$ cat src/design/rhc_pkg.sv
package rhc_pkg;

    // default sizes of the bin store and sample path
    localparam int NUM_BINS_DEF     = 64;
    localparam int SAMPLE_WIDTH_DEF = 16;
    localparam int COUNT_WIDTH_DEF  = 32;

    // fixed field widths
    localparam int FUNC_W      = 2;
    localparam int INDEX_W     = 6;
    localparam int RANGE_W     = 16;
    localparam int BWIDTH_W    = 16;
    localparam int BCOUNT_W    = 7;
    localparam int TOTAL_W     = 32;
    localparam int OUT_EDGE_W  = 24;
    localparam int CFG_IDX_W   = 2;
    localparam int CFG_DATA_W  = 16;

    // function codes
    localparam logic [FUNC_W-1:0] FUNC_COUNT = 2'd0;
    localparam logic [FUNC_W-1:0] FUNC_READ  = 2'd1;
    localparam logic [FUNC_W-1:0] FUNC_CLEAR = 2'd2;

    // configuration register indexes
    localparam logic [CFG_IDX_W-1:0] REG_RANGE_LOW = 2'd0;
    localparam logic [CFG_IDX_W-1:0] REG_BIN_WIDTH = 2'd1;
    localparam logic [CFG_IDX_W-1:0] REG_BIN_COUNT = 2'd2;

    // configuration reset values
    localparam logic [RANGE_W-1:0]  RANGE_LOW_RST = 16'd0;
    localparam logic [BWIDTH_W-1:0] BIN_WIDTH_RST = 16'd1;
    localparam logic [BCOUNT_W-1:0] BIN_COUNT_RST = 7'd64;

    // control part of a transaction travelling down the cell row
    typedef struct packed {
        logic                vld;
        logic [FUNC_W-1:0]   func;
        logic [INDEX_W-1:0]  index;
        logic                ok;
    } rhc_ctl_t;

endpackage

$ cat src/design/rhc_cell.sv
module rhc_cell #(
    parameter int NUM_BINS     = rhc_pkg::NUM_BINS_DEF,
    parameter int CELL_IDX     = 0,
    parameter int SAMPLE_WIDTH = rhc_pkg::SAMPLE_WIDTH_DEF,
    parameter int COUNT_WIDTH  = rhc_pkg::COUNT_WIDTH_DEF,
    parameter int EDGE_WIDTH   = 25
) (
    input  logic                                 clk,
    input  logic                                 rst_n,
    input  rhc_pkg::rhc_ctl_t                    ctl_in,
    input  logic signed [SAMPLE_WIDTH-1:0]       sample_in,
    input  logic        [COUNT_WIDTH-1:0]        total_in,
    input  logic signed [EDGE_WIDTH-1:0]         lo_in,
    input  logic signed [EDGE_WIDTH-1:0]         hi_in,
    input  logic signed [EDGE_WIDTH-1:0]         edge_in,
    input  logic        [rhc_pkg::BWIDTH_W-1:0]  bin_width,
    input  logic        [rhc_pkg::BCOUNT_W-1:0]  bin_count,
    output rhc_pkg::rhc_ctl_t                    ctl_out,
    output logic signed [SAMPLE_WIDTH-1:0]       sample_out,
    output logic        [COUNT_WIDTH-1:0]        total_out,
    output logic signed [EDGE_WIDTH-1:0]         lo_out,
    output logic signed [EDGE_WIDTH-1:0]         hi_out,
    output logic signed [EDGE_WIDTH-1:0]         edge_out
);

    localparam int NBW = $clog2(NUM_BINS + 1);
    localparam int CIW = (NBW > rhc_pkg::BCOUNT_W) ? NBW : rhc_pkg::BCOUNT_W;
    localparam int CMW = ((EDGE_WIDTH > SAMPLE_WIDTH) ? EDGE_WIDTH : SAMPLE_WIDTH) + 1;

    rhc_pkg::rhc_ctl_t                 ctl_reg,    ctl_next;
    logic signed [SAMPLE_WIDTH-1:0]    sample_reg;
    logic        [COUNT_WIDTH-1:0]     total_reg,  total_next;
    logic signed [EDGE_WIDTH-1:0]      lo_reg,     lo_next;
    logic signed [EDGE_WIDTH-1:0]      hi_reg,     hi_next;
    logic signed [EDGE_WIDTH-1:0]      edge_reg;
    logic        [COUNT_WIDTH-1:0]     count_reg,  count_next;
    logic signed [EDGE_WIDTH-1:0]      edge_hi;
    logic signed [CMW-1:0]             s_ext;
    logic signed [CMW-1:0]             lo_ext;
    logic signed [CMW-1:0]             hi_ext;
    logic                              active;
    logic                              hit;
    logic                              sel;

    // upper edge of this bin, also the lower edge of the next one
    assign edge_hi  = edge_reg + EDGE_WIDTH'($signed({1'b0, bin_width}));
    assign edge_out = edge_hi;

    // bin in use and strict interior test
    assign active = CIW'(CELL_IDX) < CIW'(bin_count);
    assign s_ext  = CMW'(sample_in);
    assign lo_ext = CMW'(edge_reg);
    assign hi_ext = CMW'(edge_hi);
    assign hit    = active && (s_ext > lo_ext) && (s_ext < hi_ext);
    assign sel    = CIW'(ctl_in.index) == CIW'(CELL_IDX);

    // count update and read capture
    always_comb
    begin
        count_next = count_reg;
        ctl_next   = ctl_in;
        total_next = total_in;
        lo_next    = lo_in;
        hi_next    = hi_in;
        if (ctl_in.vld)
        begin
            case (ctl_in.func)
                rhc_pkg::FUNC_COUNT:
                begin
                    if (hit && (count_reg != {COUNT_WIDTH{1'b1}}))
                    begin
                        count_next = count_reg + COUNT_WIDTH'(1);
                    end
                end
                rhc_pkg::FUNC_CLEAR:
                begin
                    count_next = '0;
                end
                rhc_pkg::FUNC_READ:
                begin
                    if (sel)
                    begin
                        ctl_next.ok = active;
                        total_next  = active ? count_reg : '0;
                        lo_next     = active ? edge_reg : '0;
                        hi_next     = active ? edge_hi : '0;
                    end
                end
                default:
                begin
                end
            endcase
        end
    end

    // control and counter registers
    always_ff @(posedge clk or negedge rst_n)
    begin
        if (!rst_n)
        begin
            ctl_reg   <= '0;
            count_reg <= '0;
        end
        else
        begin
            ctl_reg   <= ctl_next;
            count_reg <= count_next;
        end
    end

    // payload registers
    always_ff @(posedge clk)
    begin
        sample_reg <= sample_in;
        total_reg  <= total_next;
        lo_reg     <= lo_next;
        hi_reg     <= hi_next;
        edge_reg   <= edge_in;
    end

    assign ctl_out    = ctl_reg;
    assign sample_out = sample_reg;
    assign total_out  = total_reg;
    assign lo_out     = lo_reg;
    assign hi_out     = hi_reg;

endmodule

$ cat config.mk
export PLATFORM = sky130hd
export DESIGN_NAME = rhc_cell
export DESIGN_NICKNAME = d
export VERILOG_FILES = /design/src/design/rhc_pkg.sv /design/src/design/rhc_cell.sv
export SDC_FILE = /design/constraint.sdc
export NUM_CORES = 1
export LEC_CHECK = 0
export ABC_AREA = 1
export BUFFER_PORTS_ARGS = -buffer_cell sky130_fd_sc_hd__buf_2
export CAP_MARGIN = 30
export CORE_ASPECT_RATIO = 0.5
export CORE_MARGIN = 2
export CORE_UTILIZATION = 40
export CTS_BUF_LIST = sky130_fd_sc_hd__clkbuf_8
export CTS_CLUSTER_DIAMETER = 100
export DETAILED_ROUTE_END_ITERATION = 8
export PLACE_DENSITY = 0.66
export SYNTH_ARGS = -nofsm -noshare
export SYNTH_HDL_FRONTEND = slang
export SYNTH_SLANG_ARGS = --single-unit
$ cat constraint.sdc
create_clock -name clk -period 3.9 [get_ports clk]
set_input_delay 0.39 -clock clk [delete_from_list [all_inputs] [get_ports clk]]
set_output_delay 0.39 -clock clk [all_outputs]
set_load 0.01 [all_outputs]
==> metrics, run 1 <==
max_cap viols 0; Antenna Cells 0; via count roughly 8500; Post-Syn Area approximately 0.0085 mm2; Initial Util 0.4099; final hold viol count 0; Syn Area/Cell roughly 7.7 um2; fin nets approximately 1700; full die area between 0.02 and 0.025 mm2; die height around 110 um; Slowest cell on crit path dfxtp_4; element type at the critical path start register; crit path max fanout 8; FILL cells between 2000 and 2500; final core utilization 0.5583; R2R Setup Slk roughly 0.14 ns; number of CTS-inserted buffers 17; Max Slew Vio Count 0; syn_nets between 1000 and 1500; Synth Register Bits around 170; DP Worst Slack -0.05027 ns; leakage power total slightly below 6 nW; GRT Total Usage 0.2367; Synth Instances 1094; drc violations 0; I/O pin total around 290; kind of cell adding the most delay to the critical path simple AND/OR/NAND/NOR gates; detailed placer's ending HPWL 20210 um; global route total overflow 0; Final min period approximately 3.8 ns; largest net degree at the start of global routing 84; antenna viol nets, final 0; Critical Setup Path Class reg2reg; Top FF cell, synth dfxtp_1; TritonCTS clock tree done; worst endpoint required time around 4.3 ns; Buf/Inv on CP 4; via density per instance roughly 4.9; area grow syn2layout 36.21%; die width 209.7 um; relative slew slack 0.3979; highest clock rate roughly 270 MHz; Post-synth top cells nand2_1, dfxtp_1, inv_1; Worst-Margin Slew between 0.9 and 1 ns; Peak VDD IR 0.0002142 V; number of synthesized flops with an enable pin 0; Synth area leader dfxtp_1; most common cell in the synthesized netlist nand2_1; final setup vio count 0; ys async rst share 0.2545; Yosys warning count 0; I/O Buffers a little under 300; sequential fraction of the synthesis area 0.4151; Num Clock Sinks between 150 and 200; library cells used by synthesis 40; Post-Route WL ~27000 um; Slowest Stage Delay on Critical Path between 0.3 and 0.4 ns; antenna violations before repair 0; H-Tree Depth 4; number of global-route vias before repair 8295; fin crit share 0.9653; layout cells sized above 1 0.3191; CP Capture Type register; PwrDens between 300 and 400 mW/mm2; row cnt 37; status completed; WL per Instance approximately 16 um; Synth area leaders dfxtp_1, nand2_1, dfrtp_1; RSZ-0062 raised after global routing yes; CTS Root Cell clkbuf_8; worst skew pair latency 0.48 ns; first-pass iteration count of the detailed router 5; Reg clk slew, reported paths approximately 0.1 ns; Final WS setup around 0.14 ns; Max clock buf depth 2; top-area cell type share of the netlist area 0.2910; Crit path arrival time just over 4 ns; Core Area between 0.02 and 0.025 mm2; Setup TNS 0 ns; global-route wire length before repair roughly 42000 um; final setup skew around 0.018 ns; gp weighted congestion between 0.9 and 1; DR iter-0 viols 501; Worst Hold Class in2reg
-- what timing repair did --
| action | CTS | global route |
|---|---|---|
| hold endpoints to repair | 28 | 15 |
| endpoints found under the setup margin | 1 | 32 |
| setup buffers | 0 | 10 |
| resized for setup | 1 | 72 |
| pin swaps | 0 | 51 |
| hold buffers | 28 | 4 |
| gates cloned | 1 | 4 |
-- per-stage QoR --
step                      cells  hold slack, ns  power, W  cell area (um2)
after floorplan            1094         0.09441  0.002451             8463
after global placement     1650          0.4934  0.002824            10280
after detailed placement   1650          0.4937  0.002843            10280
after CTS                  1711       0.0003577  0.004124            10960
after global routing       1730        0.001127  0.004435            11530
final                      1730         0.02918  0.004200            11530
-- worst reg2reg max path, delay by kind of cell (launching register included) --
kind / cells / cell delay, ns
AOI/OAI and AO/OA: 4 / 0.54
and+or+nand+nor: 13 / 1.33
buffers and inverters: 4 / 0.49
xor gates and xnor gates: 1 / 0.17
DFF: 1 / 0.38
adders and majority gates: 3 / 0.77
-- worst paths after layout --
path,start,to,cells past startpoint
max reg2reg,edge_reg[0]$_DFF_P_,count_reg[5]$_DFFE_PN0P_,25
min,ctl_in[1],ctl_out[1]$_DFF_PN0_,1
max in group asynchronous,rst_n,count_reg[27]$_DFFE_PN0P_,3
min reg2reg,edge_reg[15]$_DFF_P_,lo_out[15]$_DFF_P_,2
min in group asynchronous,rst_n,count_reg[17]$_DFFE_PN0P_,2
max,edge_reg[0]$_DFF_P_,count_reg[5]$_DFFE_PN0P_,25
-- area by class of cell --
class	count	area, um2	area share
Inverter	117	439.2	0.03810
Tap cell	273	341.6	0.02963
Multi-Input combinational cell	784	4698	0.4076
Timing Repair Buffer	359	2140	0.1856
Clock buffer	18	247.7	0.02149
Sequential cell	165	3517	0.3051
Clock inverter	14	143.9	0.01248
-- where the power goes --
group | internal, W | switching (W)
registers | 0.00181 | 0.0000919
logic | 0.000451 | 0.000590
clock network | 0.000541 | 0.000721
total | 0.00280 | 0.00140
-- routing by layer --
metal,global-route usage,routed length [um],vias up
li1,-,-,4248
met1,0.2933,11840,3999
met2,0.4162,13510,238
met3,0.05155,1365,42
met4,0.06940,504,0
met5,0,0,-
-- layout by cell type, fill, tap and decap left out, types with 4 or more instances in the layout --
cell type / synthesis / routed
a21o_1: 4 / 4
a21oi_1: 37 / 33
a21oi_2: 1 / 5
a22o_1: 10 / 10
buf_2: 2 / 290
buf_4: 3 / 31
clkbuf_8: 0 / 18
clkinv_4: 0 / 5
dfrtp_1: 42 / 42
dfxtp_1: 123 / 122
dlygate4sd3_1: 0 / 32
ha_1: 66 / 60
ha_4: 0 / 6
inv_1: 116 / 113
inv_6: 0 / 4
nand2_1: 284 / 273
nand2_2: 33 / 40
nand2_4: 1 / 5
nand3_1: 59 / 39
nand3_2: 2 / 21
nand4_1: 15 / 15
nor2_1: 91 / 86
nor2_2: 6 / 9
nor3_1: 19 / 19
nor3b_1: 4 / 4
nor4_1: 10 / 10
o21a_1: 4 / 4
o21ai_0: 77 / 75
o21ai_1: 3 / 4
xnor2_1: 6 / 6
xor2_1: 37 / 33
-- kinds of logic after synthesis --
group,after synthesis,synth area share
AO/OA/AOI/OAI,142,0.09373
buffers and inverters,147,0.07259
XOR/XNOR,43,0.04450
AND/OR/NAND/NOR,530,0.2741
adder cells (fa/ha/maj),67,0.09994
flip-flops,165,0.4151
Power figures use the tool's default switching activity.
==> run 2: changes to the inputs <==
CORE_MARGIN = 8   (was 2)
PLACE_DENSITY = 0.77   (was 0.66)
==> run 2 against run 1 <==
First-iteration DRC count decreased by 6.6%. Sequential power about the same. Sequential cell count is the same. Total power down 4.3%. Global-route usage down 3.1 points. Via count fell by 3.3%. Clock power decreased by 7%. Worst setup slack better by 0.14 ns. Hold slack improved by 0.010 ns. Cell count shrank 0.58%. Critical path type unchanged. Critical endpoint is now count_reg[24]$_DFFE_PN0P_. Largest cell class unchanged.
==> metrics, run 2 (synthesis gave the netlist of run 1 again) <==
number of global-route vias before repair 8328 (+0.40%); via count 8242 (-3.3%); largest net degree at the start of global routing 84 (unchanged); die height 118.9 um (+11%); DP Area 0.01031 mm2 (+0.36%); Detail Route met2 WL 14250 um (+5.4%); Internal Power 0.002670 W (-4.6%); antenna violations before repair 2 (+2); Core Area 0.02065 mm2 (unchanged); crit path max fanout 14 (+6); drc violations 0 (unchanged); area grow syn2layout 30.99%; layout cells sized above 1 0.2810 (-0.03818); global route total overflow 0 (unchanged); fin nets 1657 (-0.72%); commonest cells after routing, fill and taps aside buf_2, nand2_1, dfxtp_1; CP Capture Type register; sequential power share 0.470 (+0.018); Slowest Stage Delay on Critical Path 0.36 ns (-0.02 ns); antenna viol nets, final 0 (unchanged); switching portion of total power 0.3362 (+0.002110); Crit path arrival time 4.00 ns (-0.14 ns); gp weighted congestion 0.9407 (+4.1%); TritonCTS clock tree done; H-Tree Depth 4 (unchanged); Initial Util 0.4099 (unchanged); full die area 0.02635 mm2 (+18%); Critical Path Most Common Cell nand2_1; Critical Setup Path Class reg2reg; Worst-Margin Slew 0.9252 ns (+0.02198 ns); final setup skew 0.01349 ns (-0.004608 ns); first-pass iteration count of the detailed router 5 (unchanged); die width 221.7 um (+5.7%); Num Clock Sinks 165 (unchanged); DR top layer met4; NetSw 0.001352 W (-3.7%); WL per Instance 15.96 um (+1.4%); I/O Buffers 290 (unchanged); Reg clk slew, reported paths 0.10 ns (about the same); I/O pin total 291 (unchanged); fin area 0.01109 mm2 (-3.8%); global-route wire length before repair 43990 um (+5.6%); DP Worst Slack 0.0003637 ns (+0.05064 ns); Clk pwr share 0.291 (-0.010); PwrDens 362.8 mW/mm2 (-0.45%); fin crit share 0.9297 (-0.03558); Comb power frac 0.239 (-0.009); DR iter-0 viols 468 (-6.6%); relative slew slack 0.3832 (-0.01465); worst endpoint required time 4.27 ns (about the same); CTS Root Cell clkbuf_8; max_cap viols 0 (unchanged); highest clock rate 275.8 MHz (+3.8%); worst skew pair latency 0.49 ns (about the same); Final WS setup 0.2742 ns (+0.1388 ns); status completed; GRT Total Usage 0.2052 (-0.03148); final hold viol count 0 (unchanged); met3 wire length 1044 um (-24%); final setup vio count 0 (unchanged); RSZ-0062 raised after global routing no; Max Slew Vio Count 0 (unchanged); element type at the critical path start register; Peak VDD IR 0.0001780 V (-17%); via density per instance 4.792 (-2.8%); Slowest cell on crit path dfxtp_2; row cnt 37 (unchanged); leakage power total 5.777 nW (-2.5%); commonest non-fill, non-tap cell in the layout buf_2; Final min period 3.626 ns (-0.1388 ns); Post-Route WL 27450 um (+0.84%); Max clock buf depth 2 (unchanged); Met1 Wirelength 11700 um (-1.2%); Worst Hold Class in2reg; number of CTS-inserted buffers 17 (unchanged); Setup TNS 0 ns (unchanged); Pwr Total 0.004021 W (-4.3%); detailed placer's ending HPWL 21140 um (+4.6%)
run 2: changes by cell type in the layout (fill, tap and decap cells not counted), moves of 4 or more:
cell     before  now
nand3_1      39   58
nand3_2      21    2
buf_4        31   21
nand2_1     273  281
ha_1         60   66
ha_4          6    0
a21oi_2       5    1
inv_1       113  117
nand2_2      40   36
nand2_4       5    1
run 2: critical path: cells and delay by family (launching register included):
kind	cells	cell delay, ns
xor+xnor	1	0.15
compound gates	2	0.20
flops	1	0.36
buf+inv	4	0.45
simple gates	18	1.55
fa+ha+maj	3	0.81
run 2: power groups by stage:
stage          registers (W)  clock network (W)  logic (W)
5_1_grt              0.00191            0.00127    0.00108
2_1_floorplan        0.00194                  0   0.000514
3_3_place_gp         0.00192                  0   0.000904
3_5_place_dp         0.00193                  0   0.000919
4_1_cts              0.00189            0.00120   0.000953
6_report             0.00189            0.00117   0.000961
run 2: final cells by class:
cell class / instances / area, um2
clock inverters: 15 / 121.4
inverters: 117 / 439.2
flip-flops and latches: 165 / 3515
well taps: 273 / 341.6
repair buffers: 349 / 2029
diodes: 2 / 5.005
clock buffers: 17 / 234.0
fillers: 1992 / 9562
multi-input cells: 782 / 4400
run 2: worst paths after layout:
check / slack (ns) / depth (start not counted) / endpoint / startpoint
worst max-delay path: 0.27 / 28 / count_reg[24]$_DFFE_PN0P_ / edge_reg[0]$_DFF_P_
worst min-delay path: 0.04 / 1 / ctl_out[8]$_DFF_PN0_ / ctl_in[8]
worst max register to register: 0.27 / 28 / count_reg[24]$_DFFE_PN0P_ / edge_reg[0]$_DFF_P_
worst min register to register: 0.50 / 1 / lo_out[0]$_DFF_P_ / edge_reg[0]$_DFF_P_
max in group asynchronous: 3.05 / 3 / count_reg[25]$_DFFE_PN0P_ / rst_n
min in group asynchronous: 0.35 / 2 / count_reg[16]$_DFFE_PN0P_ / rst_n
run 2: repair_timing:
item | 4_1_cts | 5_1_grt
buffers inserted | 0 | 1
endpoints found under the setup margin | 0 | 32
hold endpoints to repair | 33 | 15
hold buffers | 33 | 1
resized for setup | 0 | 13
run 2: metal layers:
| metal | vias up | global-route usage |
|---|---|---|
| met5 | - | 0 |
| met1 | 3820 | 0.2421 |
| li1 | 4203 | - |
| met4 | 0 | 0.05933 |
| met3 | 36 | 0.04017 |
| met2 | 183 | 0.3771 |
run 2: metrics by stage:
step,hold WS (ns),instances,utilization
floorplan,0.09441,1094,-
finish,0.03954,1720,0.5369
global placement,0.4932,1650,0.4996
CTS,0.004355,1715,0.5328
global route,0.0006124,1720,0.5369
detailed placement,0.4937,1650,0.4996
==> run 3: changes to the inputs <==
CELL_PAD_IN_SITES_DETAIL_PLACEMENT = 0   (was unset)
CELL_PAD_IN_SITES_GLOBAL_PLACEMENT = 1   (was unset)
CORE_UTILIZATION = 37   (was 40)
PLACE_DENSITY = 0.94   (was 0.77)
==> run 3 against run 2 <==
Hold slack better by 0.0084 ns. Design area up 3.0%. Largest cell class unchanged. Largest power group unchanged. Sequential share of layout area is 0.93 points lower. Core utilization decreased by 3.2 points. First-iteration DRC count grew 7.9%. Global-route usage is 1.5 points lower. Sequential cell count unchanged. Die area up 7.3%. Clock-buffer cell count did not move. Critical path depth is 5 lower. Combinational power up 5%. Register-to-register slack got worse by 0.04 ns.
==> metrics, run 3 (synthesis gave the netlist of run 1 again) <==
status completed; commonest non-fill, non-tap cell in the layout buf_2; R2R Setup Slk 0.23 ns (-0.04 ns); Multi-input gate area 0.004468 mm2 (+1.5%); Num Clock Sinks 165 (unchanged); via density per instance 4.780 (-0.24%); reg2reg end count_reg[30]$_DFFE_PN0P_; drc violations 0 (unchanged); row cnt 39 (+5.4%); Core Area 0.02264 mm2 (+9.7%); Initial Util 0.3738 (-0.03611); PwrDens 367.2 mW/mm2 (+1.2%); GRT met3 Usage 0.04581 (+0.005642); first-pass iteration count of the detailed router 5 (unchanged); Worst-Margin Slew 0.9117 ns (-0.01352 ns); die width 229.9 um (+3.7%); final setup vio count 0 (unchanged); antenna viol nets, final 0 (unchanged); area grow syn2layout 34.95%; Top Usage Layer GRT met2; reg2reg start edge_reg[0]$_DFF_P_; sequential power share 0.451 (-0.019); CTS Root Cell clkbuf_8; M1 GR Usage 0.2135 (-0.02859); WL per Instance 16.29 um (+2.0%); highest clock rate 272.6 MHz (-1.2%); Placed Cells incl. Taps 1687 (+2.2%); gp weighted congestion 0.9135 (-2.9%); detailed placer's ending HPWL 21790 um (+3.1%); switching portion of total power 0.3271 (-0.009029); Reg clk slew, reported paths 0.10 ns (about the same); fin nets 1676 (+1.1%); non-filler instance count after layout 1771 (+3.0%); Critical Path Start edge_reg[0]$_DFF_P_; Max clock buf depth 2 (unchanged); commonest cells after routing, fill and taps aside buf_2, nand2_1, dfxtp_1; layout cells sized above 1 0.2889 (+0.007966); r2r worst-path depth 23 (-18%); leakage power total 5.908 nW (+2.3%); largest net degree at the start of global routing 84 (unchanged); register area 0.003515 mm2 (unchanged); element type at the critical path start register; Clk pwr share 0.308 (+0.017); number of global-route vias before repair 8603 (+3.3%); TritonCTS clock tree done; GRT Total Usage 0.1907 (-0.01453); I/O pin total 291 (unchanged); crit path max fanout 8 (-6); Setup TNS 0 ns (unchanged); CP Capture Type register; Peak VDD IR 0.0001549 V (-13%); met2 usage 0.3559 (-0.02123); Comb power frac 0.241 (+0.002); relative slew slack 0.3922 (+0.009016); FILL cells 2227 (+12%); Critical Setup Path Class reg2reg; full die area 0.02826 mm2 (+7.3%); Pwr Total 0.004193 W (+4.3%); DP Area 0.01034 mm2 (+0.27%); I/O Buffers 290 (unchanged); worst setup path endpoint count_reg[30]$_DFFE_PN0P_; antenna violations before repair 0 (-2); fin crit share 0.9407 (+0.01102); fin area 0.01142 mm2 (+3.0%); Post-Route WL 28840 um (+5.1%); number of CTS-inserted buffers 17 (unchanged); max_cap viols 0 (unchanged); Max Slew Vio Count 0 (unchanged); worst skew pair latency 0.50 ns (about the same); Internal Power 0.002822 W (+5.7%); global route total overflow 0 (unchanged); H-Tree Depth 4 (unchanged); die height 122.9 um (+3.4%); final setup skew 0.01840 ns (+0.004904 ns); Antenna Cells 0 (-2); global-route wire length before repair 43460 um (-1.2%); Crit path arrival time 4.06 ns (+0.06 ns); Final min period 3.669 ns (+0.04298 ns); final hold viol count 0 (unchanged); via count 8466 (+2.7%); NetSw 0.001372 W (+1.5%); Worst Hold Class in2reg; worst endpoint required time 4.29 ns (+0.02 ns); DR iter-0 viols 505 (+7.9%); Hold Slack 0.04796 ns (+0.008421 ns)
[run 3: changes by cell type in the layout (fill, tap and decap cells not counted), sizes merged, moves of 3 or more]
cell	before	now
clkinv	7	4
dlygate4sd3	34	41
clkbuf	17	20
buf	315	322
[run 3: through the flow]
stage | setup slack, ns | util
finish | 0.2312 | 0.5044
global route | -0.01449 | 0.5044
CTS | 0.07668 | 0.4922
detailed placement | -0.05182 | 0.4568
global placement | -0.09232 | 0.4568
floorplan | 0.2632 | -
[run 3: timing repair]
action,in CTS,in global routing
gates resized for setup,0,26
buffers inserted,0,5
hold endpoints to repair,40,18
setup endpoints to repair,0,32
hold buffers,40,1
[run 3: cell type report]
| cell class | count | share of cell area |
|---|---|---|
| clock buffer | 17 | 0.02049 |
| clock inverter | 15 | 0.01457 |
| inverter | 117 | 0.03845 |
| multi-input combinational | 784 | 0.3912 |
| sequential | 165 | 0.3077 |
| tap | 307 | 0.03363 |
| timing repair buffer | 366 | 0.1939 |
[run 3: how the worst min path moves through the flow]
stage,start,to,cells after the start
floorplan,rst_n,count_reg[0]$_DFFE_PN0P_,0
global placement,edge_in[3],edge_reg[3]$_DFF_P_,1
detailed placement,edge_in[11],edge_reg[11]$_DFF_P_,1
CTS,sample_in[11],sample_out[11]$_DFF_P_,1
global route,sample_in[11],sample_out[11]$_DFF_P_,1
finish,sample_in[11],sample_out[11]$_DFF_P_,1
[run 3: power by group through the flow]
| stage | sequential [W] | clock (W) | combinational, W |
|---|---|---|---|
| 2_1_floorplan | 0.00194 | 0 | 0.000514 |
| 3_3_place_gp | 0.00192 | 0 | 0.000903 |
| 3_5_place_dp | 0.00193 | 0 | 0.000922 |
| 4_1_cts | 0.00189 | 0.00132 | 0.000959 |
| 5_1_grt | 0.00191 | 0.00140 | 0.00113 |
| 6_report | 0.00189 | 0.00129 | 0.00101 |
[run 3: worst max-delay path, cell delays in order, from the launching register on]
cell and delay (ns):
dfxtp_2 0.34, ha_2 0.16, inv_1 0.05, fa_2 0.34, nand3b_1 0.18, nand2_2 0.11
a21oi_4 0.07, o21bai_2 0.23, nand2_1 0.09, nand2_2 0.08, xor2_1 0.22, ha_1 0.28
a21o_1 0.18, nor2_1 0.12, nand2_1 0.11, nand2_1 0.10, nand3_1 0.07, nand2_1 0.07
nand2_2 0.08, nor2_4 0.18, nand2_8 0.14, clkbuf_16 0.20, nand3_1 0.06, nand2_1 0.06
[run 3: per-layer routing]
metal	wire, um	up-vias
met3	1293	49
li1	-	4261
met4	693	0
met2	15120	209
met1	11730	3947
met5	0	-
